<file path="src/hw/rtl/assert_macros.svh">
// ---------------------------------------------------------------------------
// Assertion macros
// Clocked property checks for the RTL, included by the top-level transmitter.
// ---------------------------------------------------------------------------
`ifndef ASSERT_MACROS_SVH
`define ASSERT_MACROS_SVH

// check on every edge, reset included
`define ASSERT_ALWAYS(label, clk, prop, msg) \
  label: assert property (@(posedge clk) prop) else $error(msg);

// check only outside reset
`define ASSERT_RUN(label, clk, rst, prop, msg) \
  label: assert property (@(posedge clk) disable iff (rst) prop) else $error(msg);

`endif

</file>
<file path="src/hw/rtl/dmxtx_pkg.sv">
// ---------------------------------------------------------------------------
// DMX512 transmitter package
// Sizes, codes and command/result records shared by the transmitter modules.
// ---------------------------------------------------------------------------
package dmxtx_pkg;

  localparam int CHANNELS  = 512;
  localparam int CH_W      = (CHANNELS > 1) ? $clog2(CHANNELS) : 1;
  localparam int LEN_W     = $clog2(CHANNELS + 1);
  localparam int QDEPTH    = 2;
  localparam int QPTR_W    = (QDEPTH > 1) ? $clog2(QDEPTH) : 1;
  localparam int QCNT_W    = $clog2(QDEPTH + 1);
  localparam int CFG_IDX_W = 1;
  localparam int IN_W      = 72;
  localparam int OUT_W     = 16;

  localparam logic [CFG_IDX_W-1:0] CFG_BREAK = 1'b0;
  localparam logic [CFG_IDX_W-1:0] CFG_MAB   = 1'b1;

  localparam logic [7:0] BREAK_RST = 8'd133;
  localparam logic [7:0] MAB_RST   = 8'd13;

  typedef enum logic [1:0] {
    MODE_SINGLE = 2'd0,
    MODE_RANGE  = 2'd1,
    MODE_DATA   = 2'd2,
    MODE_TICK   = 2'd3
  } mode_t;

  typedef enum logic [1:0] {
    ST_OK          = 2'd0,
    ST_BAD_CHANNEL = 2'd1,
    ST_BAD_VALUE   = 2'd2,
    ST_STALL       = 2'd3
  } status_t;

  typedef enum logic [5:0] {
    PH_OFF   = 6'b000001,
    PH_NEW   = 6'b000010,
    PH_BYTES = 6'b000100,
    PH_END   = 6'b001000,
    PH_BREAK = 6'b010000,
    PH_MAB   = 6'b100000
  } phase_t;

  typedef enum logic [2:0] {
    B_CLEAR = 3'b001,
    B_RUN   = 3'b010,
    B_READ  = 3'b100
  } bstate_t;

  typedef struct packed {
    mode_t            mode;
    status_t          status;
    logic [CH_W-1:0]  chan;
    logic [7:0]       value;
    logic [LEN_W-1:0] last;
    logic             zero_count;
    logic             uart_empty;
    logic             uart_done;
  } cmd_t;

  typedef struct packed {
    logic       line_low;
    logic       uart_enable;
    logic [7:0] send_byte;
    logic       send_valid;
    logic       range_done;
    status_t    status;
  } res_t;

endpackage

</file>
<file path="src/hw/rtl/dmxtx_ram.sv">
// ---------------------------------------------------------------------------
// Generic RAM
// One write port, one read port with registered read data.
// ---------------------------------------------------------------------------
module dmxtx_ram #(
  parameter int WIDTH = 8,
  parameter int DEPTH = 512
) (
  input  logic                     clk,
  input  logic                     we,
  input  logic [$clog2(DEPTH)-1:0] waddr,
  input  logic [WIDTH-1:0]         wdata,
  input  logic [$clog2(DEPTH)-1:0] raddr,
  output logic [WIDTH-1:0]         rdata
);

  logic [WIDTH-1:0] mem [DEPTH];

  always_ff @(posedge clk) begin
    if (we) begin
      mem[waddr] <= wdata;
    end
    rdata <= mem[raddr];
  end

endmodule

</file>
<file path="src/hw/rtl/dmxtx_front.sv">
// ---------------------------------------------------------------------------
// Transmitter front end
// Accept input beats, check bounds and values, and build queue commands.
// ---------------------------------------------------------------------------
module dmxtx_front import dmxtx_pkg::*; (
  input  logic            s_axis_tvalid,
  output logic            s_axis_tready,
  input  logic [IN_W-1:0] s_axis_tdata,
  input  logic [1:0]      s_axis_tuser,
  input  logic            clearing,
  input  logic            q_full,
  output logic            q_push,
  output cmd_t            q_cmd
);

  logic [15:0] channel;
  logic [7:0]  value;
  logic [7:0]  value_high;
  logic [15:0] count;
  logic [15:0] count_limit;
  logic [16:0] range_sum;
  mode_t       mode;

  assign mode        = mode_t'(s_axis_tuser);
  assign channel     = s_axis_tdata[15:0];
  assign value       = s_axis_tdata[23:16];
  assign value_high  = s_axis_tdata[31:24];
  assign count       = s_axis_tdata[47:32];
  assign count_limit = s_axis_tdata[63:48];
  assign range_sum   = {1'b0, channel} + {1'b0, count};

  assign s_axis_tready = !q_full && !clearing;
  assign q_push        = s_axis_tvalid && s_axis_tready;

  always_comb begin
    q_cmd            = '0;
    q_cmd.mode       = mode;
    q_cmd.status     = ST_OK;
    q_cmd.chan       = channel[CH_W-1:0];
    q_cmd.value      = value;
    q_cmd.last       = range_sum[LEN_W-1:0];
    q_cmd.zero_count = (count == 16'd0);
    q_cmd.uart_empty = s_axis_tdata[64];
    q_cmd.uart_done  = s_axis_tdata[65];
    case (mode)
      MODE_SINGLE: begin
        if (channel > 16'(CHANNELS - 1)) begin
          q_cmd.status = ST_BAD_CHANNEL;
        end else if (value_high != 8'd0) begin
          q_cmd.status = ST_BAD_VALUE;
        end
      end
      MODE_RANGE: begin
        if (count > count_limit) begin
          q_cmd.status = ST_BAD_VALUE;
        end else if (channel > 16'(CHANNELS - 1) || range_sum > 17'(CHANNELS)) begin
          q_cmd.status = ST_BAD_CHANNEL;
        end
      end
      default: begin
        q_cmd.status = ST_OK;
      end
    endcase
  end

endmodule

</file>
<file path="src/hw/rtl/dmxtx_queue.sv">
// ---------------------------------------------------------------------------
// Command queue
// Short FIFO of checked commands between the front and back ends.
// ---------------------------------------------------------------------------
module dmxtx_queue import dmxtx_pkg::*; (
  input  logic clk,
  input  logic rst,
  input  logic push,
  input  cmd_t push_cmd,
  output logic full,
  input  logic pop,
  output cmd_t pop_cmd,
  output logic empty
);

  cmd_t              slots [QDEPTH];
  logic [QPTR_W-1:0] wr_ptr;
  logic [QPTR_W-1:0] rd_ptr;
  logic [QCNT_W-1:0] level;
  logic [QCNT_W-1:0] level_next;

  assign full    = (level == QCNT_W'(QDEPTH));
  assign empty   = (level == '0);
  assign pop_cmd = slots[rd_ptr];

  always_comb begin
    level_next = level;
    if (push && !pop) begin
      level_next = level + 1'b1;
    end else if (pop && !push) begin
      level_next = level - 1'b1;
    end
  end

  always_ff @(posedge clk) begin
    if (push) begin
      slots[wr_ptr] <= push_cmd;
    end
  end

  always_ff @(posedge clk) begin
    if (rst) begin
      wr_ptr <= '0;
      rd_ptr <= '0;
      level  <= '0;
    end else begin
      level <= level_next;
      if (push) begin
        wr_ptr <= (wr_ptr == QPTR_W'(QDEPTH - 1)) ? '0 : wr_ptr + 1'b1;
      end
      if (pop) begin
        rd_ptr <= (rd_ptr == QPTR_W'(QDEPTH - 1)) ? '0 : rd_ptr + 1'b1;
      end
    end
  end

endmodule

</file>
<file path="src/hw/rtl/dmxtx_back.sv">
// ---------------------------------------------------------------------------
// Transmitter back end
// Execute commands against the channel store and drive the frame sequence.
// ---------------------------------------------------------------------------
module dmxtx_back import dmxtx_pkg::*; (
  input  logic                 clk,
  input  logic                 rst,
  input  logic                 cfg_valid,
  output logic                 cfg_ready,
  input  logic [CFG_IDX_W-1:0] cfg_index,
  input  logic [7:0]           cfg_data,
  input  logic                 q_empty,
  input  cmd_t                 q_cmd,
  output logic                 q_pop,
  output logic                 clearing,
  output logic                 res_valid,
  input  logic                 res_ready,
  output res_t                 res
);

  bstate_t          bstate, bstate_next;
  logic [CH_W-1:0]  clr_addr, clr_addr_next;
  logic [LEN_W-1:0] frame_length, frame_length_next;
  logic [LEN_W-1:0] send_index, send_index_next;
  phase_t           phase, phase_next;
  logic             range_open, range_open_next;
  logic [LEN_W-1:0] range_pos, range_pos_next;
  logic [LEN_W-1:0] range_end, range_end_next;
  logic [7:0]       timer, timer_next;
  logic [7:0]       break_len;
  logic [7:0]       mab_len;
  logic             res_valid_next;
  res_t             res_next;

  logic             slot_free;
  logic             mark;
  logic [LEN_W-1:0] upto;
  logic [LEN_W-1:0] pos_inc;
  logic [7:0]       timer_dec;
  logic             ram_we;
  logic [CH_W-1:0]  ram_waddr;
  logic [7:0]       ram_wdata;
  logic [7:0]       ram_rdata;

  dmxtx_ram #(
    .WIDTH(8),
    .DEPTH(CHANNELS)
  ) u_store (
    .clk  (clk),
    .we   (ram_we),
    .waddr(ram_waddr),
    .wdata(ram_wdata),
    .raddr(send_index[CH_W-1:0]),
    .rdata(ram_rdata)
  );

  assign cfg_ready = 1'b1;
  assign clearing  = (bstate == B_CLEAR);
  assign slot_free = !res_valid || res_ready;
  assign q_pop     = (bstate == B_RUN) && !q_empty && slot_free;
  assign pos_inc   = range_pos + 1'b1;
  assign timer_dec = timer - 8'd1;

  always_comb begin
    bstate_next       = bstate;
    clr_addr_next     = clr_addr;
    frame_length_next = frame_length;
    send_index_next   = send_index;
    phase_next        = phase;
    range_open_next   = range_open;
    range_pos_next    = range_pos;
    range_end_next    = range_end;
    timer_next        = timer;
    res_valid_next    = res_valid && !res_ready;
    res_next          = res;
    mark              = 1'b0;
    upto              = '0;
    ram_we            = 1'b0;
    ram_waddr         = clr_addr;
    ram_wdata         = 8'd0;

    case (bstate)
      B_CLEAR: begin
        ram_we        = 1'b1;
        clr_addr_next = clr_addr + 1'b1;
        if (clr_addr == CH_W'(CHANNELS - 1)) begin
          bstate_next = B_RUN;
        end
      end
      B_RUN: begin
        if (q_pop) begin
          res_next            = '0;
          res_next.status     = q_cmd.status;
          res_valid_next      = 1'b1;
          case (q_cmd.mode)
            MODE_SINGLE: begin
              if (q_cmd.status == ST_OK) begin
                ram_we    = 1'b1;
                ram_waddr = q_cmd.chan;
                ram_wdata = q_cmd.value;
                mark      = 1'b1;
                upto      = LEN_W'(q_cmd.chan) + 1'b1;
              end
            end
            MODE_RANGE: begin
              if (q_cmd.status != ST_OK) begin
                range_open_next = 1'b0;
                range_pos_next  = '0;
                range_end_next  = '0;
              end else begin
                range_open_next     = !q_cmd.zero_count;
                range_pos_next      = LEN_W'(q_cmd.chan);
                range_end_next      = q_cmd.last;
                res_next.range_done = q_cmd.zero_count;
              end
            end
            MODE_DATA: begin
              if (!range_open) begin
                res_next.status = ST_STALL;
              end else begin
                ram_we         = 1'b1;
                ram_waddr      = range_pos[CH_W-1:0];
                ram_wdata      = q_cmd.value;
                range_pos_next = pos_inc;
                mark           = 1'b1;
                upto           = pos_inc;
                if (pos_inc >= range_end) begin
                  range_open_next     = 1'b0;
                  res_next.range_done = 1'b1;
                end
              end
            end
            MODE_TICK: begin
              if (frame_length != '0) begin
                case (phase)
                  PH_NEW: begin
                    send_index_next     = '0;
                    res_next.send_valid = 1'b1;
                    phase_next          = PH_BYTES;
                  end
                  PH_BYTES: begin
                    if (q_cmd.uart_empty) begin
                      if (send_index < frame_length) begin
                        send_index_next     = send_index + 1'b1;
                        res_next.send_valid = 1'b1;
                        res_valid_next      = 1'b0;
                        bstate_next         = B_READ;
                      end else begin
                        phase_next = PH_END;
                        if (q_cmd.uart_done) begin
                          timer_next = break_len;
                          phase_next = PH_BREAK;
                        end
                      end
                    end
                  end
                  PH_END: begin
                    if (q_cmd.uart_done) begin
                      timer_next = break_len;
                      phase_next = PH_BREAK;
                    end
                  end
                  PH_BREAK: begin
                    timer_next = timer_dec;
                    if (timer_dec == 8'd0) begin
                      timer_next = mab_len;
                      phase_next = PH_MAB;
                    end
                  end
                  PH_MAB: begin
                    timer_next = timer_dec;
                    if (timer_dec == 8'd0) begin
                      phase_next = PH_NEW;
                    end
                  end
                  default: begin
                    phase_next = phase;
                  end
                endcase
              end
            end
            default: begin
              res_next.status = ST_OK;
            end
          endcase
          if (mark) begin
            if (upto > frame_length) begin
              frame_length_next = upto;
            end
            if (phase == PH_OFF) begin
              phase_next = PH_NEW;
            end
          end
          res_next.uart_enable = (phase_next == PH_BYTES) || (phase_next == PH_END);
          res_next.line_low    = (phase_next == PH_BREAK);
        end
      end
      B_READ: begin
        res_next.send_byte = ram_rdata;
        res_valid_next     = 1'b1;
        bstate_next        = B_RUN;
      end
      default: begin
        bstate_next = B_CLEAR;
      end
    endcase
  end

  always_ff @(posedge clk) begin
    res <= res_next;
  end

  always_ff @(posedge clk) begin
    if (rst) begin
      bstate       <= B_CLEAR;
      clr_addr     <= '0;
      frame_length <= '0;
      send_index   <= '0;
      phase        <= PH_OFF;
      range_open   <= 1'b0;
      range_pos    <= '0;
      range_end    <= '0;
      timer        <= 8'd0;
      res_valid    <= 1'b0;
    end else begin
      bstate       <= bstate_next;
      clr_addr     <= clr_addr_next;
      frame_length <= frame_length_next;
      send_index   <= send_index_next;
      phase        <= phase_next;
      range_open   <= range_open_next;
      range_pos    <= range_pos_next;
      range_end    <= range_end_next;
      timer        <= timer_next;
      res_valid    <= res_valid_next;
    end
  end

  always_ff @(posedge clk) begin
    if (rst) begin
      break_len <= BREAK_RST;
      mab_len   <= MAB_RST;
    end else if (cfg_valid && cfg_ready) begin
      case (cfg_index)
        CFG_BREAK: break_len <= cfg_data;
        CFG_MAB:   mab_len   <= cfg_data;
        default:   break_len <= break_len;
      endcase
    end
  end

endmodule

</file>
<file path="src/hw/rtl/dmx512_frame_transmitter.sv">
// Path: input beat -> command queue slot -> result register; a tick that sends a channel
// byte also holds the back end in the B_READ state (registered read of the channel store).
// Throughput: one beat per cycle while the queue has room and results are taken.
// Reset: control state clears at once, then a clearing pass zeroes the channel store
// with s_axis_tready low; configuration writes are taken throughout.
// ---------------------------------------------------------------------------
// DMX512 frame transmitter
// Channel buffer with host writes and tick-driven frame sequencing.
// ---------------------------------------------------------------------------
`include "assert_macros.svh"

module dmx512_frame_transmitter import dmxtx_pkg::*; (
  input  logic                 clk,
  input  logic                 rst,
  input  logic                 cfg_valid,
  output logic                 cfg_ready,
  input  logic [CFG_IDX_W-1:0] cfg_index,
  input  logic [7:0]           cfg_data,
  input  logic                 s_axis_tvalid,
  output logic                 s_axis_tready,
  // channel, value, value_high, count, count_limit, uart_empty, uart_done, zero fill
  input  logic [IN_W-1:0]      s_axis_tdata,
  // mode
  input  logic [1:0]           s_axis_tuser,
  output logic                 m_axis_tvalid,
  input  logic                 m_axis_tready,
  // status, range_done, send_valid, send_byte, uart_enable, line_low, zero fill
  output logic [OUT_W-1:0]     m_axis_tdata
);

  logic q_push;
  logic q_pop;
  logic q_full;
  logic q_empty;
  logic clearing;
  cmd_t push_cmd;
  cmd_t pop_cmd;
  res_t res;

  dmxtx_front u_front (
    .s_axis_tvalid(s_axis_tvalid),
    .s_axis_tready(s_axis_tready),
    .s_axis_tdata (s_axis_tdata),
    .s_axis_tuser (s_axis_tuser),
    .clearing     (clearing),
    .q_full       (q_full),
    .q_push       (q_push),
    .q_cmd        (push_cmd)
  );

  dmxtx_queue u_queue (
    .clk     (clk),
    .rst     (rst),
    .push    (q_push),
    .push_cmd(push_cmd),
    .full    (q_full),
    .pop     (q_pop),
    .pop_cmd (pop_cmd),
    .empty   (q_empty)
  );

  dmxtx_back u_back (
    .clk      (clk),
    .rst      (rst),
    .cfg_valid(cfg_valid),
    .cfg_ready(cfg_ready),
    .cfg_index(cfg_index),
    .cfg_data (cfg_data),
    .q_empty  (q_empty),
    .q_cmd    (pop_cmd),
    .q_pop    (q_pop),
    .clearing (clearing),
    .res_valid(m_axis_tvalid),
    .res_ready(m_axis_tready),
    .res      (res)
  );

  assign m_axis_tdata = {{(OUT_W - $bits(res_t)){1'b0}}, res};

  `ASSERT_ALWAYS(a_reset_blocks_input, clk, rst |=> !s_axis_tready, "input taken after reset")
  `ASSERT_RUN(a_send_enables_uart, clk, rst,
    (m_axis_tvalid && res.send_valid) |-> res.uart_enable, "byte sent without uart enable")
  `ASSERT_RUN(a_break_excl, clk, rst,
    m_axis_tvalid |-> !(res.line_low && res.uart_enable), "break with uart enabled")
  `ASSERT_RUN(a_pop_needs_entry, clk, rst,
    q_pop |-> (!q_empty && !clearing), "pop from empty queue")

endmodule
</file>
<file path="config.mk">
export PLATFORM = sky130hd
export DESIGN_NAME = dmx512_frame_transmitter
export DESIGN_NICKNAME = d
export VERILOG_FILES = /design/src/hw/rtl/dmxtx_pkg.sv /design/src/hw/rtl/dmxtx_ram.sv /design/src/hw/rtl/dmxtx_front.sv /design/src/hw/rtl/dmxtx_queue.sv /design/src/hw/rtl/dmxtx_back.sv /design/src/hw/rtl/dmx512_frame_transmitter.sv
export VERILOG_INCLUDE_DIRS = /design/src /design/src/hw/rtl
export SDC_FILE = /design/constraint.sdc
export NUM_CORES = 2
export LEC_CHECK = 0
export BUFFER_PORTS_ARGS = -buffer_cell sky130_fd_sc_hd__buf_2
export CAP_MARGIN = 5
export CELL_PAD_IN_SITES_DETAIL_PLACEMENT = 1
export CELL_PAD_IN_SITES_GLOBAL_PLACEMENT = 2
export CORE_MARGIN = 3
export CORE_UTILIZATION = 45
export CTS_CLUSTER_DIAMETER = 80
export DETAILED_ROUTE_END_ITERATION = 10
export HOLD_SLACK_MARGIN = 0.1
export PLACE_DENSITY = 0.79
export SYNTH_ARGS = -nofsm -noshare
export SYNTH_HDL_FRONTEND = slang
export SYNTH_MEMORY_MAX_BITS = 65536
export SYNTH_SLANG_ARGS = --single-unit
</file>
<file path="constraint.sdc">
create_clock -name clk -period 19.75 [get_ports clk]
set_input_delay 3.95 -clock clk [delete_from_list [all_inputs] [get_ports clk]]
set_output_delay 3.95 -clock clk [all_outputs]
set_load 0.05 [all_outputs]
</file>
==> reports/qor.yml <==
global_routing:
  antenna_found_initial: 27
  grt_max_degree: 215
  grt_overflow: 0
  grtUsageTotal_pct: 25.0
  met1_usage_pct: 34.2
  use_met2_pct: 39.6
  grt_pass1_vias: 90752
  met3_usage_pct: 5.20
  grt_pass1_wl_microns: 687000
  grt.busiest_layer: "met2"
floorplanning:
  die_y_microns: 619
  die_w_microns: 619
  boundaryPins: 107
  start_util_pct: 45.3
  core_area_sq_um: 373000
  row_count: 224
  dieArea_sq_um: 383000
route:
  ant_nets: 0
  drt-pass1-iter-count: 8
  vias_per_cell: 6.29
  drc_errors: 0
  avgRoutedWirePerCell_microns: 34.4
  drt_iter0_markers: 11275
  drt-total-wl_microns: 481000
  dr_total_vias: 87865
worst_setup_path:
  cp-start-kind: "primary input"
  critPathArrivalTime_ns: 9.31
  worstPathBufferInverterCount: 6
  timing.critical_path.mode_cell: "buf_4"
  critical-path-top-delay-family: "buffers and inverters"
  crit_chain: "buf_2, nand2b_1, o211ai_1, nor2_1, o21ai_2, buf_4, nor2_4, buf_4, buf_4, buf_4, buf_4"
  crit_type: "primary input to register"
  cp_max_fo: 96
  cpPeakStageDelay_ns: 0.96
  critPathCaptureType: "register"
  crit_path_top_delay_cell: "buf_4"
  cp.required_ns: 20.34
synth:
  synthFlopType: "edfxtp_1"
  ys_top_cells_by_area: "edfxtp_1 74%, mux4_2 13%, mux2i_1 2.4%"
  synth_seq_cells: 4275
  synth_top_area_share_pct: 74.3
  syn_area_per_cell_sq_um: 20.0
  async_flop_share_pct: 0
  synth_edf_count: 4178
  ys_types: 82
  synth_cells: 8425
  ys_top_cells_by_count: "4178 x edfxtp_1, 979 x mux4_2, 683 x nor2_1"
  netlist_area_sq_um: 169000
  synth_most_common_cell: "edfxtp_1"
  yosys.area.top_type: "edfxtp_1"
  ys_seq_area_share_pct: 75.4
  ys_warn_count: 0
layout:
  final_util_pct: 50.7
  area.growth.synth_to_final_pct: 11.9
  multi_input_area_sq_um: 38800
  stdcell_count: 13976
  layout.area.seq_sq_um: 127000
  layout-drive-gt1-share_pct: 22.2
  nFillCells: 33063
  final_net_count: 8794
  stdcell_area_sq_um: 189000
timing:
  tightest_slew_ns: 1.45
  finalCritPeriodShare_pct: 44.1
  finalSetupViolCount: 0
  post-route-min-period_ns: 8.72
  fmax_mhz: 115
  slew_headroom_pct: 3.48
  timing.setup.tns_ns: 0
  hold_viol: 0
  drv_slew: 0
  rsz0062_at_grt: "no"
  skew_ns: 0.0526
clocking:
  postCtsHoldBufs: 0
  clock_sinks: 4275
  cts_tree: "done"
  cts_setup_buffers: 0
  ctsResizeCount: 0
  clock_latency_ns: 0.99
  clk_pin_slew_ns: 0.06
  cts-root-buf: "clkbuf_16"
  ctsHtreeMaxLevel: 5
  cts_max_path_buffers: 4
  cts_buffers: 420
min_path:
  hold_path.class: "register to register"
place:
  place_inst: 13182
  portBuffers: 97
  gp_congestion: 0.874
  place_area_sq_um: 175000
  hpwl_microns: 289000
power_and_ir_drop:
  p_sw_share_pct: 19.7
  powerDensity_nw_per_um2: 96.3
  p_leak_nw: 60.6
  design_power_total_mw: 18.2
  irDropWorstVdd_v: 0.0000716
  p_clk_share_pct: 45.4
  seq_power_share_pct: 53.9
  p_int_mw: 14.6
  pwr-share-comb_pct: 0.7
  power_switching_mw: 3.59
run_status:
  status: "completed"
run:
  maxCapViolations: 0
[state kept, by name, indices dropped and copies added (netlist names), 9 cells and up, named ones only]
signal,count
u_back.u_store.mem,4096
u_back.range_end,10
u_back.res,14
u_back.range_pos,10
u_back.send_index,10
u_back.frame_length,10
u_queue.slots,68
u_back.clr_addr,9
[cell families after synthesis]
kind of cell | count (synthesis) | synth area share (%)
muxes | 1403 | 15.6
xor gates and xnor gates | 42 | 0.218
adders and majority gates | 74 | 0.553
buffers and inverters | 568 | 1.76
AOI/OAI and AO/OA | 852 | 3.38
other | 2 | 0.00445
DFF | 4275 | 75.4
and+or+nand+nor | 1209 | 3.06
[routing by layer]
metal,part of all wire [%],routed length [microns],up-vias
met1,39,187000,47309
met5,0.022,107,-
met4,4.2,20300,12
met3,9.2,44500,843
li1,-,-,35151
met2,48,230000,4550
[placed cells by master (no fill, tap or decap), drive strengths merged, types with 62 or more instances in the layout]
| cell | n |
|---|---|
| mux4 | 979 |
| edfxtp | 4178 |
| inv | 79 |
| mux2i | 410 |
| dfxtp | 97 |
| clkinv | 199 |
| a22oi | 67 |
| o22ai | 62 |
| nor2 | 683 |
| ha | 73 |
| o21ai | 155 |
| a21oi | 201 |
| buf | 288 |
| clkbuf | 486 |
| nand2 | 272 |
[final cells by class]
class | count | share of cell area [%]
clock inverters | 296 | 1.71
well taps | 4972 | 3.29
diodes | 12 | 0.0159
flip-flops and latches | 4275 | 67.4
repair buffers | 288 | 1.10
inverters | 64 | 0.132
multi-input cells | 3583 | 20.5
clock buffers | 486 | 5.77
[power by group through the flow]
stage	Sequential [mW]	Clock, mW	Combinational (mW)
floorplan	10.0	0	0.0555
global placement	10.0	0	0.124
detailed placement	10.0	0	0.125
CTS	9.82	8.35	0.126
global route	9.81	8.73	0.133
finish	9.82	8.26	0.127
[final timing paths]
path / from / end / slack, ns / cells after the start
max: m_axis_tready / u_back.u_store.mem[207][3] / 11.03 / 11
min: u_back.break_len[6] / u_back.break_len[6] / 0.47 / 2
max reg2reg: register / u_back.u_store.mem[207][3] / 12.42 / 12
min reg2reg: u_back.break_len[6] / u_back.break_len[6] / 0.47 / 2
[stage by stage]
stage               hold slack [ns]  setup WS, ns
floorplan                     0.436         0.609
global placement              0.451         10.51
detailed placement            0.457         10.17
CTS                           0.466         11.22
global route                  0.479         10.77
finish                        0.467         11.03
[worst reg2reg max path, delay by kind of cell (launching register included)]
| kind | cells | cell delay [ns] |
|---|---|---|
| and+or+nand+nor | 2 | 0.87 |
| muxes | 1 | 0.36 |
| adders and majority gates | 1 | 0.66 |
| DFF | 1 | 0.40 |
| AOI/OAI and AO/OA | 1 | 0.20 |
| buffers and inverters | 7 | 4.35 |
Power figures use the tool's default switching activity.
